### src/design/magic_sync_frame_deframer_assert.svh
// Assertion macros shared by the deframer RTL.
`ifndef MAGIC_SYNC_FRAME_DEFRAMER_ASSERT_SVH
`define MAGIC_SYNC_FRAME_DEFRAMER_ASSERT_SVH

`ifndef SYNTH
// Check that a condition implies a consequence in the same cycle.
`define MSFD_ASSERT_IMPLIES(label, clk, rst_n, cond, cons) \
	label: assert property (@(posedge clk) disable iff (!rst_n) (cond) |-> (cons)) \
		else $error("deframer assertion failed");
// Check that a condition implies a consequence in the next cycle.
`define MSFD_ASSERT_NEXT(label, clk, rst_n, cond, cons) \
	label: assert property (@(posedge clk) disable iff (!rst_n) (cond) |=> (cons)) \
		else $error("deframer assertion failed");
`else
`define MSFD_ASSERT_IMPLIES(label, clk, rst_n, cond, cons)
`define MSFD_ASSERT_NEXT(label, clk, rst_n, cond, cons)
`endif

`endif

### src/design/msfd_pkg.sv
package msfd_pkg;

	// Frame layout
	localparam int unsigned HEADER_BYTES = 20;
	localparam int unsigned HDR_CNT_W    = 5;
	localparam int unsigned SYNC_LEN     = 4;

	localparam logic [HDR_CNT_W-1:0] POS_VERSION     = 5'd4;
	localparam logic [HDR_CNT_W-1:0] POS_TYPE        = 5'd5;
	localparam logic [HDR_CNT_W-1:0] POS_LEN_FIRST   = 5'd8;
	localparam logic [HDR_CNT_W-1:0] POS_LEN_LAST    = 5'd11;
	localparam logic [HDR_CNT_W-1:0] POS_STAMP_FIRST = 5'd12;
	localparam logic [HDR_CNT_W-1:0] POS_STAMP_LAST  = HDR_CNT_W'(HEADER_BYTES - 1);

	// Sync word "CCAM", first byte in element 0
	localparam logic [SYNC_LEN-1:0][7:0] SYNC_WORD = {8'h4D, 8'h41, 8'h43, 8'h43};
	localparam logic [1:0] SYNC_LAST = 2'(SYNC_LEN - 1);

	// Configuration port
	localparam int unsigned CFG_DATA_W  = 25;
	localparam int unsigned CFG_INDEX_W = 2;
	localparam logic [CFG_INDEX_W-1:0] CFG_MAX_PAYLOAD = 2'd0;
	localparam logic [CFG_INDEX_W-1:0] CFG_EXP_VERSION = 2'd1;
	localparam logic [CFG_DATA_W-1:0]  MAX_PAYLOAD_RESET = 25'h100_0000;
	localparam logic [7:0]             EXP_VERSION_RESET = 8'd1;

	typedef enum logic [1:0] {
		KIND_HDR_OK  = 2'd0,
		KIND_HDR_REJ = 2'd1,
		KIND_PAYLOAD = 2'd2
	} kind_t;

	typedef struct packed {
		kind_t       kind;
		logic [7:0]  msg_type;
		logic [31:0] payload_length;
		logic [63:0] header_time_us;
		logic [7:0]  payload_byte;
		logic [23:0] payload_index;
		logic        last;
	} result_t;

endpackage

### src/design/magic_sync_frame_deframer.sv
// Channel  | Handshake             | Payload
// ---------+-----------------------+-------------------------------------------
// input    | in_valid / in_ready   | data_byte
// output   | out_valid / out_ready | kind, msg_type, payload_length,
//          |                       | header_time_us, payload_byte, payload_index,
//          |                       | last
// config   | cfg_we                | cfg_index, cfg_data
//
// One byte is accepted per cycle while in_ready is high; its result, if any,
// is registered in main, or in skid while main holds a result not yet taken.
// A two-entry output buffer (main register plus skid) lets input flow while
// one result waits; in_ready drops only while both entries are full.
// Reset returns to sync hunting with the limit at 16777216 and version 1.
module magic_sync_frame_deframer (
	input  logic                                clk,
	input  logic                                arst_n,
	input  logic                                in_valid,
	output logic                                in_ready,
	input  logic [7:0]                          data_byte,
	output logic                                out_valid,
	input  logic                                out_ready,
	output logic [1:0]                          kind,
	output logic [7:0]                          msg_type,
	output logic [31:0]                         payload_length,
	output logic [63:0]                         header_time_us,
	output logic [7:0]                          payload_byte,
	output logic [23:0]                         payload_index,
	output logic                                last,
	input  logic                                cfg_we,
	input  logic [msfd_pkg::CFG_INDEX_W-1:0]    cfg_index,
	input  logic [msfd_pkg::CFG_DATA_W-1:0]     cfg_data
);

	typedef enum logic [1:0] {
		PH_HUNT    = 2'd0,
		PH_HEADER  = 2'd1,
		PH_PAYLOAD = 2'd2
	} phase_t;

	// Configuration registers
	logic [24:0] max_payload_q;
	logic [7:0]  exp_version_q;

	// Frame state
	phase_t                          phase_q, phase_d;
	logic [1:0]                      sync_q, sync_d;
	logic [msfd_pkg::HDR_CNT_W-1:0]  cnt_q, cnt_d;
	logic [7:0]                      ver_q, ver_d;
	logic [7:0]                      type_q, type_d;
	logic [31:0]                     len_q, len_d;
	logic [63:0]                     stamp_q, stamp_d;
	logic [24:0]                     left_q, left_d;

	// Output buffer
	logic                main_v_q, skid_v_q;
	msfd_pkg::result_t   main_q, skid_q;
	msfd_pkg::result_t   res;
	logic                res_v;

	logic accept_in;

	assign in_ready  = !skid_v_q;
	assign accept_in = in_valid && in_ready;

	// Write configuration; drop indexes beyond the list
	always_ff @(posedge clk or negedge arst_n) begin
		if (!arst_n) begin
			max_payload_q <= msfd_pkg::MAX_PAYLOAD_RESET;
			exp_version_q <= msfd_pkg::EXP_VERSION_RESET;
		end else if (cfg_we) begin
			unique case (cfg_index)
				msfd_pkg::CFG_MAX_PAYLOAD: max_payload_q <= cfg_data;
				msfd_pkg::CFG_EXP_VERSION: exp_version_q <= cfg_data[7:0];
				default: ;
			endcase
		end
	end

	// Compute next frame state and the result of the current word
	always_comb begin
		phase_d = phase_q;
		sync_d  = sync_q;
		cnt_d   = cnt_q;
		ver_d   = ver_q;
		type_d  = type_q;
		len_d   = len_q;
		stamp_d = stamp_q;
		left_d  = left_q;
		res_v   = 1'b0;
		res     = '0;
		unique case (phase_q)
			PH_HEADER: begin
				if (cnt_q == msfd_pkg::POS_VERSION) begin
					ver_d = data_byte;
				end else if (cnt_q == msfd_pkg::POS_TYPE) begin
					type_d = data_byte;
				end else if (cnt_q >= msfd_pkg::POS_LEN_FIRST &&
					cnt_q <= msfd_pkg::POS_LEN_LAST) begin
					len_d = {len_q[23:0], data_byte};
				end else if (cnt_q >= msfd_pkg::POS_STAMP_FIRST) begin
					stamp_d = {stamp_q[55:0], data_byte};
				end
				cnt_d = cnt_q + 1'b1;
				// Judge the header on its last word
				if (cnt_q == msfd_pkg::POS_STAMP_LAST) begin
					cnt_d              = '0;
					sync_d             = '0;
					res_v              = 1'b1;
					res.msg_type       = type_d;
					res.payload_length = len_d;
					res.header_time_us = stamp_d;
					if (ver_d != exp_version_q || len_d > {7'd0, max_payload_q}) begin
						phase_d  = PH_HUNT;
						res.kind = msfd_pkg::KIND_HDR_REJ;
					end else begin
						res.kind = msfd_pkg::KIND_HDR_OK;
						if (len_d == 32'd0) begin
							phase_d = PH_HUNT;
						end else begin
							phase_d = PH_PAYLOAD;
							left_d  = len_d[24:0];
						end
					end
				end
			end
			PH_PAYLOAD: begin
				res_v              = 1'b1;
				res.kind           = msfd_pkg::KIND_PAYLOAD;
				res.msg_type       = type_q;
				res.payload_length = len_q;
				res.header_time_us = stamp_q;
				res.payload_byte   = data_byte;
				res.payload_index  = len_q[23:0] - left_q[23:0];
				res.last           = (left_q <= 25'd1);
				left_d             = left_q - 1'b1;
				if (res.last) begin
					left_d  = '0;
					phase_d = PH_HUNT;
				end
			end
			default: begin
				// Hunt for the sync word; a stray 'C' restarts at one byte
				phase_d = PH_HUNT;
				if (data_byte == msfd_pkg::SYNC_WORD[sync_q]) begin
					if (sync_q == msfd_pkg::SYNC_LAST) begin
						sync_d  = '0;
						phase_d = PH_HEADER;
						cnt_d   = msfd_pkg::POS_VERSION;
						ver_d   = '0;
						type_d  = '0;
						len_d   = '0;
						stamp_d = '0;
					end else begin
						sync_d = sync_q + 1'b1;
					end
				end else if (data_byte == msfd_pkg::SYNC_WORD[0]) begin
					sync_d = 2'd1;
				end else begin
					sync_d = '0;
				end
			end
		endcase
	end

	// Hold frame state and the output buffer
	always_ff @(posedge clk or negedge arst_n) begin
		if (!arst_n) begin
			phase_q  <= PH_HUNT;
			sync_q   <= '0;
			cnt_q    <= '0;
			ver_q    <= '0;
			type_q   <= '0;
			len_q    <= '0;
			stamp_q  <= '0;
			left_q   <= '0;
			main_v_q <= 1'b0;
			skid_v_q <= 1'b0;
			main_q   <= '0;
			skid_q   <= '0;
		end else begin
			// Advance the frame on each accepted word
			if (accept_in) begin
				phase_q <= phase_d;
				sync_q  <= sync_d;
				cnt_q   <= cnt_d;
				ver_q   <= ver_d;
				type_q  <= type_d;
				len_q   <= len_d;
				stamp_q <= stamp_d;
				left_q  <= left_d;
			end
			// Refill main from skid, else load new results into main or skid
			if (skid_v_q) begin
				if (out_ready) begin
					main_q   <= skid_q;
					skid_v_q <= 1'b0;
				end
			end else if (!main_v_q || out_ready) begin
				main_v_q <= accept_in && res_v;
				main_q   <= res;
			end else if (accept_in && res_v) begin
				skid_v_q <= 1'b1;
				skid_q   <= res;
			end
		end
	end

	assign out_valid      = main_v_q;
	assign kind           = main_q.kind;
	assign msg_type       = main_q.msg_type;
	assign payload_length = main_q.payload_length;
	assign header_time_us = main_q.header_time_us;
	assign payload_byte   = main_q.payload_byte;
	assign payload_index  = main_q.payload_index;
	assign last           = main_q.last;

`include "magic_sync_frame_deframer_assert.svh"

	`MSFD_ASSERT_IMPLIES(a_skid_needs_main, clk, arst_n, skid_v_q, main_v_q)
	`MSFD_ASSERT_IMPLIES(a_payload_left, clk, arst_n, phase_q == PH_PAYLOAD, left_q != 25'd0)
	`MSFD_ASSERT_IMPLIES(a_header_count, clk, arst_n, phase_q == PH_HEADER, cnt_q >= msfd_pkg::POS_VERSION && cnt_q <= msfd_pkg::POS_STAMP_LAST)
	`MSFD_ASSERT_NEXT(a_last_to_hunt, clk, arst_n, accept_in && phase_q == PH_PAYLOAD && left_q == 25'd1, phase_q == PH_HUNT)

endmodule

### config.mk
export PLATFORM = sky130hd
export DESIGN_NAME = magic_sync_frame_deframer
export DESIGN_NICKNAME = d
export VERILOG_FILES = /design/src/design/msfd_pkg.sv /design/src/design/magic_sync_frame_deframer.sv
export VERILOG_INCLUDE_DIRS = /design/src /design/src/design
export SDC_FILE = /design/constraint.sdc
export NUM_CORES = 1
export LEC_CHECK = 0
export ABC_AREA = 1
export BUFFER_PORTS_ARGS = -buffer_cell sky130_fd_sc_hd__buf_4
export CAP_MARGIN = 20
export CORE_MARGIN = 2
export CORE_UTILIZATION = 30
export CTS_BUF_LIST = sky130_fd_sc_hd__clkbuf_4 sky130_fd_sc_hd__clkbuf_8
export CTS_CLUSTER_DIAMETER = 50
export DETAILED_ROUTE_END_ITERATION = 10
export MAX_ROUTING_LAYER = met4
export PLACE_DENSITY_LB_ADDON = 0.05
export SYNTH_ARGS = -nofsm -noshare
export SYNTH_HDL_FRONTEND = slang
export SYNTH_SLANG_ARGS = --single-unit
### constraint.sdc
create_clock -name clk -period 4.45 [get_ports clk]
set_input_delay 0.2225 -clock clk [delete_from_list [all_inputs] [get_ports clk]]
set_output_delay 0.2225 -clock clk [all_outputs]
set_load 0.02 [all_outputs]
==> results.ini, run 1 <==
[outcome]
status=finished, final reports clean

[timing]
final-setup-viol-count=0
slew_headroom=0.3019
hold_viol=0
slew_violations=0
min_period_ns=3.700
worst_slew_pin_slew_ns=1.047
fin_crit_sh=0.8314
holdWs_ns=0.1043
max_freq_mhz=270.3
rsz0062_at_grt=false
finClkSkew_ns=0.03522
finalSetupTns_ns=0

[cts]
cts_root_buf=clkbuf_8
htreeDepth=3
cts_buffers=92
clk_path_buf_depth=3
cts_tree=built
clkSlewWorstSetupHoldPaths_ns=0.06
worstSkewPairLatency_ns=0.69
cts.sinks=459
post_cts_buffers=0

[detailed_routing]
wl_met3_mm=3.367
vias=21290
drt_iter0_drc=1629
met1_length_mm=38.35
finalWirelength_mm=82.72
viasPerCell=4.981
dr.pass1.iters=7
drc=0
highest_layer=met4
wl_met2_mm=38.39
post_drt_wl_per_cell_um=19.35
ant_nets=0

[die]
die_w_um=284.6
coreArea_mm2=0.07772
fp.dieH_um=284.6
start_util=0.3039
die_area_mm2=0.08099
ios=181
row_count=102

[cells_and_area]
mostFrequentLayoutCell=nand2_1
layout.area.seq_mm2=0.01149
fin_util=0.3666
fillers=8151
syn_to_final_growth_pct=20.62
final_cell_mix=nand2_1 (832), dfrtp_1 (456), o21ai_0 (333)
drive_gt1_frac=0.1319
multi_input_area_mm2=0.01017
layout.nets=3248

[grt]
grt_pass1_vias=20630
grt_antenna_before_repair=3
gr-total-overflow=0
grt_pass1_wl_mm=128.1
grt_usage=0.2082
grt_max_degree=149

[power_and_ir_drop]
p_switching_mw=2.404
p_int_mw=7.557
swShare=0.2413
pwr-share-seq=0.430
pwr_density_cell_mw_per_mm2=349.6
leakage_nw=14.15
irDropWorstVdd_v=0.0001767
pwr-share-comb=0.050
clockPowerShare=0.521

[logic_synthesis]
ys_ff_latch=459
netlist_area_mm2=0.02362
synth.net_count=3090
yosysUniqueCellTypes=44
synthCells=2993
yosysWarnings=0
syn_area_per_cell_um2=7.892
yosysSeqAreaShare=0.4864

[worst_setup_path]
cp.required_ns=5.05
cp-start-kind=register
max_stage_delay_ns=0.45
cp_max_fo=28
arrival_ns=4.30
path_buf_inv=3
slowest_stage=dfrtp_1
critPathCaptureType=register
worstSetupPathType=reg -> reg
reg2reg_slack_ns=0.75
crit_path_frequent_cell=nand2_1
cp_top_family=simple AND/OR/NAND/NOR gates
path_cells=inv_2 -> nand2_4 -> nor2_8 -> nand2_4 -> o21ai_1 -> inv_1 -> ha_1 -> nand2_1 -> nor2_1 -> nand2_1 -> nor3_1 -> nand4_1 -> nand2_1 -> nand3_2 -> nand2_4 -> buf_4 -> nand3_1 -> nand2_1

[place]
dpl.hpwl_mm=55.61
gp_congestion=0.8419
io_buffers=180

[min_path]
hold_class=in -> async

[flow_run]
drv_cap=0

## synth_stat cells, drive strengths merged
master  instances  area [um2]
xnor2           2       17.52
inv           322        1209
a21boi          3       22.52
nand3         102       520.5
xor2           23       201.4
nand2b          2       12.51
fa              1       20.02
dfrtp         457       11440
clkbuf        136       510.5
nand3b          4       30.03
o21a            4       30.03
or2             4       25.02
nand2         839        3184
nor3b           2       15.01
o21bai          2       15.01
dfstp           2       52.55
ha             56       700.7
nor4            2       18.77
nand4          27       168.9
o21ai         362        1846
o22ai         242        1514
a21o            3       22.52
clkinv          4       15.01
a31oi           4       25.02
o31ai           9       67.56
buf            46       266.5
a21oi         147       735.7
nor3           15       80.08
nor2          119       468.0
a22oi          48       360.4
o211ai          4       30.03
## metal layers
metal	track usage	up-vias
met3	0.03018	127
met2	0.3215	494
met4	0.06737	0
met5	-	-
met1	0.2805	10310
li1	-	10360
## cells by family (layout without fill, tap and decap cells)
kind of cell               Yosys count  count (layout)  synth area share
DFF                                459             459            0.4864
other                                0               4                 0
buffers and inverters              508             745           0.08470
adders and majority gates           57              57           0.03051
xor gates and xnor gates            25              25          0.009270
and+or+nand+nor                   1116            1116            0.1915
AOI/OAI and AO/OA                  828             828            0.1976
## power groups by stage
stage / Sequential, mW / Clock, mW / Combinational, mW
after CTS: 4.28 / 5.34 / 0.507
after detailed placement: 4.35 / 0 / 0.479
after global placement: 4.35 / 0 / 0.477
after global routing: 4.28 / 5.53 / 0.569
after floorplan: 4.33 / 0 / 0.235
final: 4.28 / 5.19 / 0.495
## sequential cells by signal, indices dropped and copies added, names as in the netlist
name	flops
left_q	25
header_time_us	64
type_q	8
skid_q	139
skid_v_q	1
out_valid	1
last	1
payload_byte	8
phase_q	2
kind	2
sync_q	2
msg_type	8
exp_version_q	8
payload_index	24
ver_q	8
stamp_q	64
payload_length	32
cnt_q	5
max_payload_q	25
len_q	32
## final cells by class
type | instances | area share
diodes | 4 | 0.0003513
clock buffers | 149 | 0.06605
clock inverters | 24 | 0.01260
inverters | 326 | 0.04330
multi-input cells | 2026 | 0.3570
flip-flops and latches | 459 | 0.4034
well taps | 1040 | 0.04567
repair buffers | 246 | 0.07167
## per-stage QoR
stage / cells / setup WS, ns / cell area [um2] / total power, mW
6_report: 4274 / 0.7504 / 28490 / 9.961
4_1_cts: 4269 / 0.7751 / 28460 / 10.13
5_1_grt: 4273 / 0.4104 / 28490 / 10.39
2_1_floorplan: 2993 / 1.510 / 23620 / 4.566
3_3_place_gp: 4061 / 0.9078 / 25870 / 4.828
3_5_place_dp: 4061 / 0.8226 / 25870 / 4.831
## repair_timing
action / 4_1_cts / 5_1_grt
hold buffers: 35 / 0
resized for setup: 0 / 0
hold endpoints to repair: 127 / 0
## worst register-to-register path: cells and delay by family (launching register included)
kind,cells,cell delay (ns)
and+or+nand+nor,13,1.91
adders and majority gates,1,0.30
AOI/OAI and AO/OA,1,0.41
DFF,1,0.45
buffers and inverters,3,0.55
## final timing paths
kind,cells after the start,endpoint,start
max,18,left_q[17]$_DFFE_PN0P_,cnt_q[2]$_DFFE_PN0P_
min reg2reg,2,skid_q[1]$_DFFE_PN0P_,skid_q[1]$_DFFE_PN0P_
max in group asynchronous,3,max_payload_q[20]$_DFFE_PN0P_,arst_n
min,2,skid_q[44]$_DFFE_PN0P_,arst_n
min in group clk,5,phase_q[1]$_DFFE_PN0P_,in_valid
max reg2reg,18,left_q[17]$_DFFE_PN0P_,cnt_q[2]$_DFFE_PN0P_
Note: power is estimated with default switching activity, not from simulation.
==> run 2, diff against run 1 <==
==> constraint.sdc (replaced) <==
create_clock -name clk -period 3.47 [get_ports clk]
set_input_delay 0.1735 -clock clk [delete_from_list [all_inputs] [get_ports clk]]
set_output_delay 0.1735 -clock clk [all_outputs]
set_load 0.02 [all_outputs]
==> results.ini, run 2 (synthesis results as in run 1) <==
[detailed_routing]
viasPerCell=4.955
dr.pass1.iters=5
vias=21440
drt_iter0_drc=1659
ant_nets=0
finalWirelength_mm=83.02
post_drt_wl_per_cell_um=19.19
drc=0

[place]
dpl.hpwl_mm=56.58
dp.cells=4110
gp_congestion=0.9026
io_buffers=180

[grt]
grt_usage=0.2084
grt_antenna_before_repair=1
grt_max_degree=178
grt_pass1_wl_mm=128.7
gr-total-overflow=0
grt_pass1_vias=20820

[min_path]
hold_class=in -> async

[cells_and_area]
mostFrequentLayoutCell=nand2_1
drive_gt1_frac=0.1465
top_register=skid_q
layout.nets=3303
syn_to_final_growth_pct=22.93
fin_cells=4326
final_cell_mix=nand2_1 (832), dfrtp_1 (456), o21ai_0 (333)
largest_reg_flops=139
fin_util=0.3736

[worst_setup_path]
max_stage_delay_ns=0.44
arrival_ns=3.77
cp.required_ns=4.07
crit_path_frequent_cell=nand2_1
path_cells=inv_2 -> nand2_4 -> nor2_8 -> buf_6 -> nand3_1 -> nand2_1 -> inv_1 -> ha_1 -> a21oi_1 -> nand2_1 -> a21oi_1 -> nand3_1 -> nand2_1 -> nand2_1 -> nand2_1 -> nand3_2 -> nand2_4 -> buf_12 -> nand3_1 -> nand2_1
cp_max_fo=25
cp-start-kind=register
slowest_stage=dfrtp_1
critPathCaptureType=register
worstSetupPathType=reg -> reg

[timing]
max_freq_mhz=315.9
finClkSkew_ns=0.03235
hold_viol=0
fin_crit_sh=0.9123
slew_violations=0
worst_slew_pin_slew_ns=0.9411
min_period_ns=3.166
finalSetupTns_ns=0
final-setup-viol-count=0
rsz0062_at_grt=false
slew_headroom=0.3711

[die]
start_util=0.3039
ios=181
fp.dieH_um=284.6
coreArea_mm2=0.07772
die_area_mm2=0.08099
die_w_um=284.6
row_count=102

[cts]
clkSlewWorstSetupHoldPaths_ns=0.06
cts_root_buf=clkbuf_8
htreeDepth=3
post_cts_buffers=0
clk_path_buf_depth=3
cts_tree=built
cts.sinks=459
worstSkewPairLatency_ns=0.69
cts_buffers=97

[outcome]
status=finished, final reports clean

[power_and_ir_drop]
pwr_density_cell_mw_per_mm2=444.5
leakage_nw=14.48
irDropWorstVdd_v=0.0002596

[flow_run]
drv_cap=0

-- run 2: changes by cell type in the layout (fill, tap and decap cells not counted), sizes merged --
cell / previous run / this run
dlygate4sd3: 35 / 36
nand2: 839 / 840
clkbuf: 149 / 155
bufinv: 8 / 9
buf: 211 / 259
diode: 4 / 2
clkinvlp: 5 / 2
-- run 2: power by group --
part / internal (mW) / leakage [nW] / switching [mW] / total, mW
sequential: 5.43 / 5.45 / 0.0572 / 5.49
clock: 4.19 / 1.21 / 2.58 / 6.77
combinational: 0.222 / 7.82 / 0.422 / 0.644
total: 9.85 / 14.5 / 3.06 / 12.9
-- run 2: cell type report --
type | count | area [um2]
Fill cell | 8063 | 48690
Sequential cell | 459 | 11490
Multi-Input combinational cell | 2027 | 10210
Timing Repair Buffer | 295 | 2499
Clock buffer | 155 | 1927
Tap cell | 1040 | 1301
Inverter | 326 | 1234
Clock inverter | 22 | 367.9
Antenna cell | 2 | 5.005
-- run 2: critical path, delay by kind of cell, from the launching register on --
family | cells | cell delay [ns]
flip-flops | 1 | 0.44
AO/OA/AOI/OAI | 2 | 0.38
buffers and inverters | 4 | 0.64
AND/OR/NAND/NOR | 13 | 1.32
adder cells (fa/ha/maj) | 1 | 0.30
-- run 2: through the flow --
stage	instance area [um2]	worst slack [ns]	power, mW	hold slack, ns
after floorplan	23620	0.5301	5.856	-0.1221
after global placement	26310	0.1550	6.198	0.2244
after detailed placement	26310	0.07342	6.203	0.2362
after CTS	28970	0.05048	13.14	0.07767
after global routing	29040	0.02225	13.49	0.1119
final	29040	0.3042	12.91	0.07820
-- run 2: per-layer routing --
metal  global-route usage  routed length (um)
met1               0.2817               38730
met2               0.3248               38820
met3              0.02624                2931
met4              0.06553                2535
met5                    -                   0
-- run 2: final timing paths --
path,startpoint,to,slack (ns),cells past startpoint
setup / recovery,cnt_q[2]$_DFFE_PN0P_,left_q[19]$_DFFE_PN0P_,0.30,20
hold / removal,arst_n,skid_q[42]$_DFFE_PN0P_,0.08,2
setup reg to reg,cnt_q[2]$_DFFE_PN0P_,left_q[19]$_DFFE_PN0P_,0.30,20
hold reg to reg,skid_q[120]$_DFFE_PN0P_,skid_q[120]$_DFFE_PN0P_,0.47,2
max in group asynchronous,arst_n,payload_length[1]$_DFFE_PN0P_,2.40,3
min in group clk,cfg_index[1],exp_version_q[0]$_DFFE_PN1P_,0.15,3
-- run 2: repair_timing --
action / in CTS / in global routing
hold buffers: 36 / 0
hold endpoints to repair: 173 / 0
setup endpoints to repair: 0 / 27
gates resized for setup: 0 / 11
==> run 3, diff against run 2 <==
--- a/config.mk
+++ b/config.mk
@@ -9,6 +9,7 @@
 export ABC_AREA = 1
 export BUFFER_PORTS_ARGS = -buffer_cell sky130_fd_sc_hd__buf_4
 export CAP_MARGIN = 20
+export CORE_ASPECT_RATIO = 0.7
 export CORE_MARGIN = 2
 export CORE_UTILIZATION = 30
 export CTS_BUF_LIST = sky130_fd_sc_hd__clkbuf_4 sky130_fd_sc_hd__clkbuf_8
==> results.ini, run 3 (synthesis results as in run 1) <==
[outcome]
status=finished, final reports clean

[cells_and_area]
syn_to_final_growth_pct=21.35
layout.nets=3301
top_register=skid_q
fin_cells=4321
final_cell_area_mm2=0.02866
fin_util=0.3659
drive_gt1_frac=0.1404
mostFrequentLayoutCell=nand2_1
largest_reg_flops=139
final_cell_mix=nand2_1 (832), dfrtp_1 (455), o21ai_0 (333)

[detailed_routing]
drc=0
drt_iter0_drc=1797
finalWirelength_mm=85.54
vias=21540
post_drt_wl_per_cell_um=19.80
dr.pass1.iters=5
viasPerCell=4.985
ant_nets=0

[grt]
grt_pass1_wl_mm=129.9
grt_max_degree=118
grt_usage=0.2153
grt_pass1_vias=20350
grt_antenna_before_repair=6
gr-total-overflow=0

[timing]
finClkSkew_ns=0.03486
min_period_ns=3.233
worst_slew_pin_slew_ns=0.8103
final-setup-viol-count=0
slew_headroom=0.4598
hold_viol=0
holdWs_ns=0.04428
slew_violations=0
fin_crit_sh=0.9318
max_freq_mhz=309.3

[worst_setup_path]
rr_worst_depth=21
critPathCaptureType=register
path_cells=ha_1 -> inv_2 -> nand3_4 -> nand2_8 -> buf_12 -> nand2_1 -> nand2_1 -> inv_1 -> ha_1 -> a21oi_1 -> o21ai_0 -> a21oi_1 -> nand3_1 -> nand2_1 -> nand2_1 -> nand2_1 -> nand3_2 -> nand2_4 -> buf_12 -> nand3_1 -> nand2_1
max_stage_delay_ns=0.44
reg2reg_slack_ns=0.24
worstSetupPathType=reg -> reg
cp_max_fo=25
cp_top_family=simple AND/OR/NAND/NOR gates
path_buf_inv=4
rr_endpoint=left_q[17]$_DFFE_PN0P_
slowest_stage=dfrtp_2
arrival_ns=3.86
r2r_start=cnt_q[1]$_DFFE_PN0P_
cp-start-kind=register
crit_path_frequent_cell=nand2_1
cp.required_ns=4.09

[power_and_ir_drop]
clockPowerShare=0.473
finalPower_mw=11.63
leakage_nw=14.29
p_switching_mw=2.923
swShare=0.2514
irDropWorstVdd_v=0.0002221
pwr_density_cell_mw_per_mm2=405.6
p_int_mw=8.704
pwr-share-comb=0.056
pwr-share-seq=0.471

[die]
die_area_mm2=0.08103
start_util=0.3015
die_w_um=339.4
ios=181
row_count=86
coreArea_mm2=0.07834
fp.dieH_um=238.8

[cts]
cts_buffers=84
worstSkewPairLatency_ns=0.71
htreeDepth=3
cts_root_buf=clkbuf_8
cts_tree=built
clkSlewWorstSetupHoldPaths_ns=0.06
clk_path_buf_depth=3
cts.sinks=459

[place]
dpl.hpwl_mm=59.05
dp.cells=4132
io_buffers=180
gp_congestion=0.8901
placed_area_mm2=0.02641

[flow_run]
drv_cap=0

[min_path]
hold_class=in -> async

## run 3: changes by cell type in the layout (fill, tap and decap cells not counted), moves of 4 or more
cell / change
bufinv_16: -7
clkbuf_8: -23
buf_12: +4
clkbuf_4: -5
buf_4: +4
## run 3: how the worst max path moves through the flow
stage	from	end	slack, ns	cells past startpoint
after floorplan	cnt_q[0]$_DFFE_PN0P_	left_q[10]$_DFFE_PN0P_	0.53	23
after global placement	cnt_q[1]$_DFFE_PN0P_	left_q[12]$_DFFE_PN0P_	0.09	25
after detailed placement	cnt_q[1]$_DFFE_PN0P_	left_q[17]$_DFFE_PN0P_	0.05	25
after CTS	cnt_q[1]$_DFFE_PN0P_	left_q[17]$_DFFE_PN0P_	0.08	25
after global routing	cnt_q[1]$_DFFE_PN0P_	left_q[17]$_DFFE_PN0P_	-0.002	25
final	cnt_q[1]$_DFFE_PN0P_	left_q[17]$_DFFE_PN0P_	0.24	21
## run 3: timing repair
item	CTS	global route
endpoints found under the hold margin	234	1
hold buffers	36	2
setup buffers	0	2
pin swaps	0	2
gates cloned	0	1
gates resized for setup	1	11
endpoints found under the setup margin	1	26
## run 3: stage by stage
step	setup TNS, ns	worst slack (ns)
5_1_grt	-0.001611	-0.001611
3_5_place_dp	0	0.05311
6_report	0	0.2368
3_3_place_gp	0	0.09157
2_1_floorplan	0	0.5301
4_1_cts	0	0.07765
## run 3: routing by layer
layer | share of wire | up-vias | track usage | wire length [um]
li1 | - | 10430 | - | -
met4 | 0.015 | 0 | 0.04425 | 1279
met2 | 0.39 | 557 | 0.2740 | 33200
met3 | 0.059 | 103 | 0.03992 | 5040
met5 | 0 | - | - | 0
met1 | 0.54 | 10450 | 0.3430 | 46020
## run 3: power by group through the flow
stage	clock, mW	sequential [mW]	combinational [mW]
2_1_floorplan	0	5.55	0.302
3_3_place_gp	0	5.57	0.621
3_5_place_dp	0	5.57	0.625
4_1_cts	5.70	5.48	0.662
5_1_grt	5.94	5.48	0.750
6_report	5.50	5.48	0.655
## run 3: final cells by class
type,count,area [um2]
Antenna cell,3,7.507
Timing Repair Buffer,306,2656
Clock inverter,17,167.7
Sequential cell,459,11490
Inverter,326,1234
Fill cell,8274,49670
Multi-Input combinational cell,2027,10210
Clock buffer,127,1573
Tap cell,1056,1321
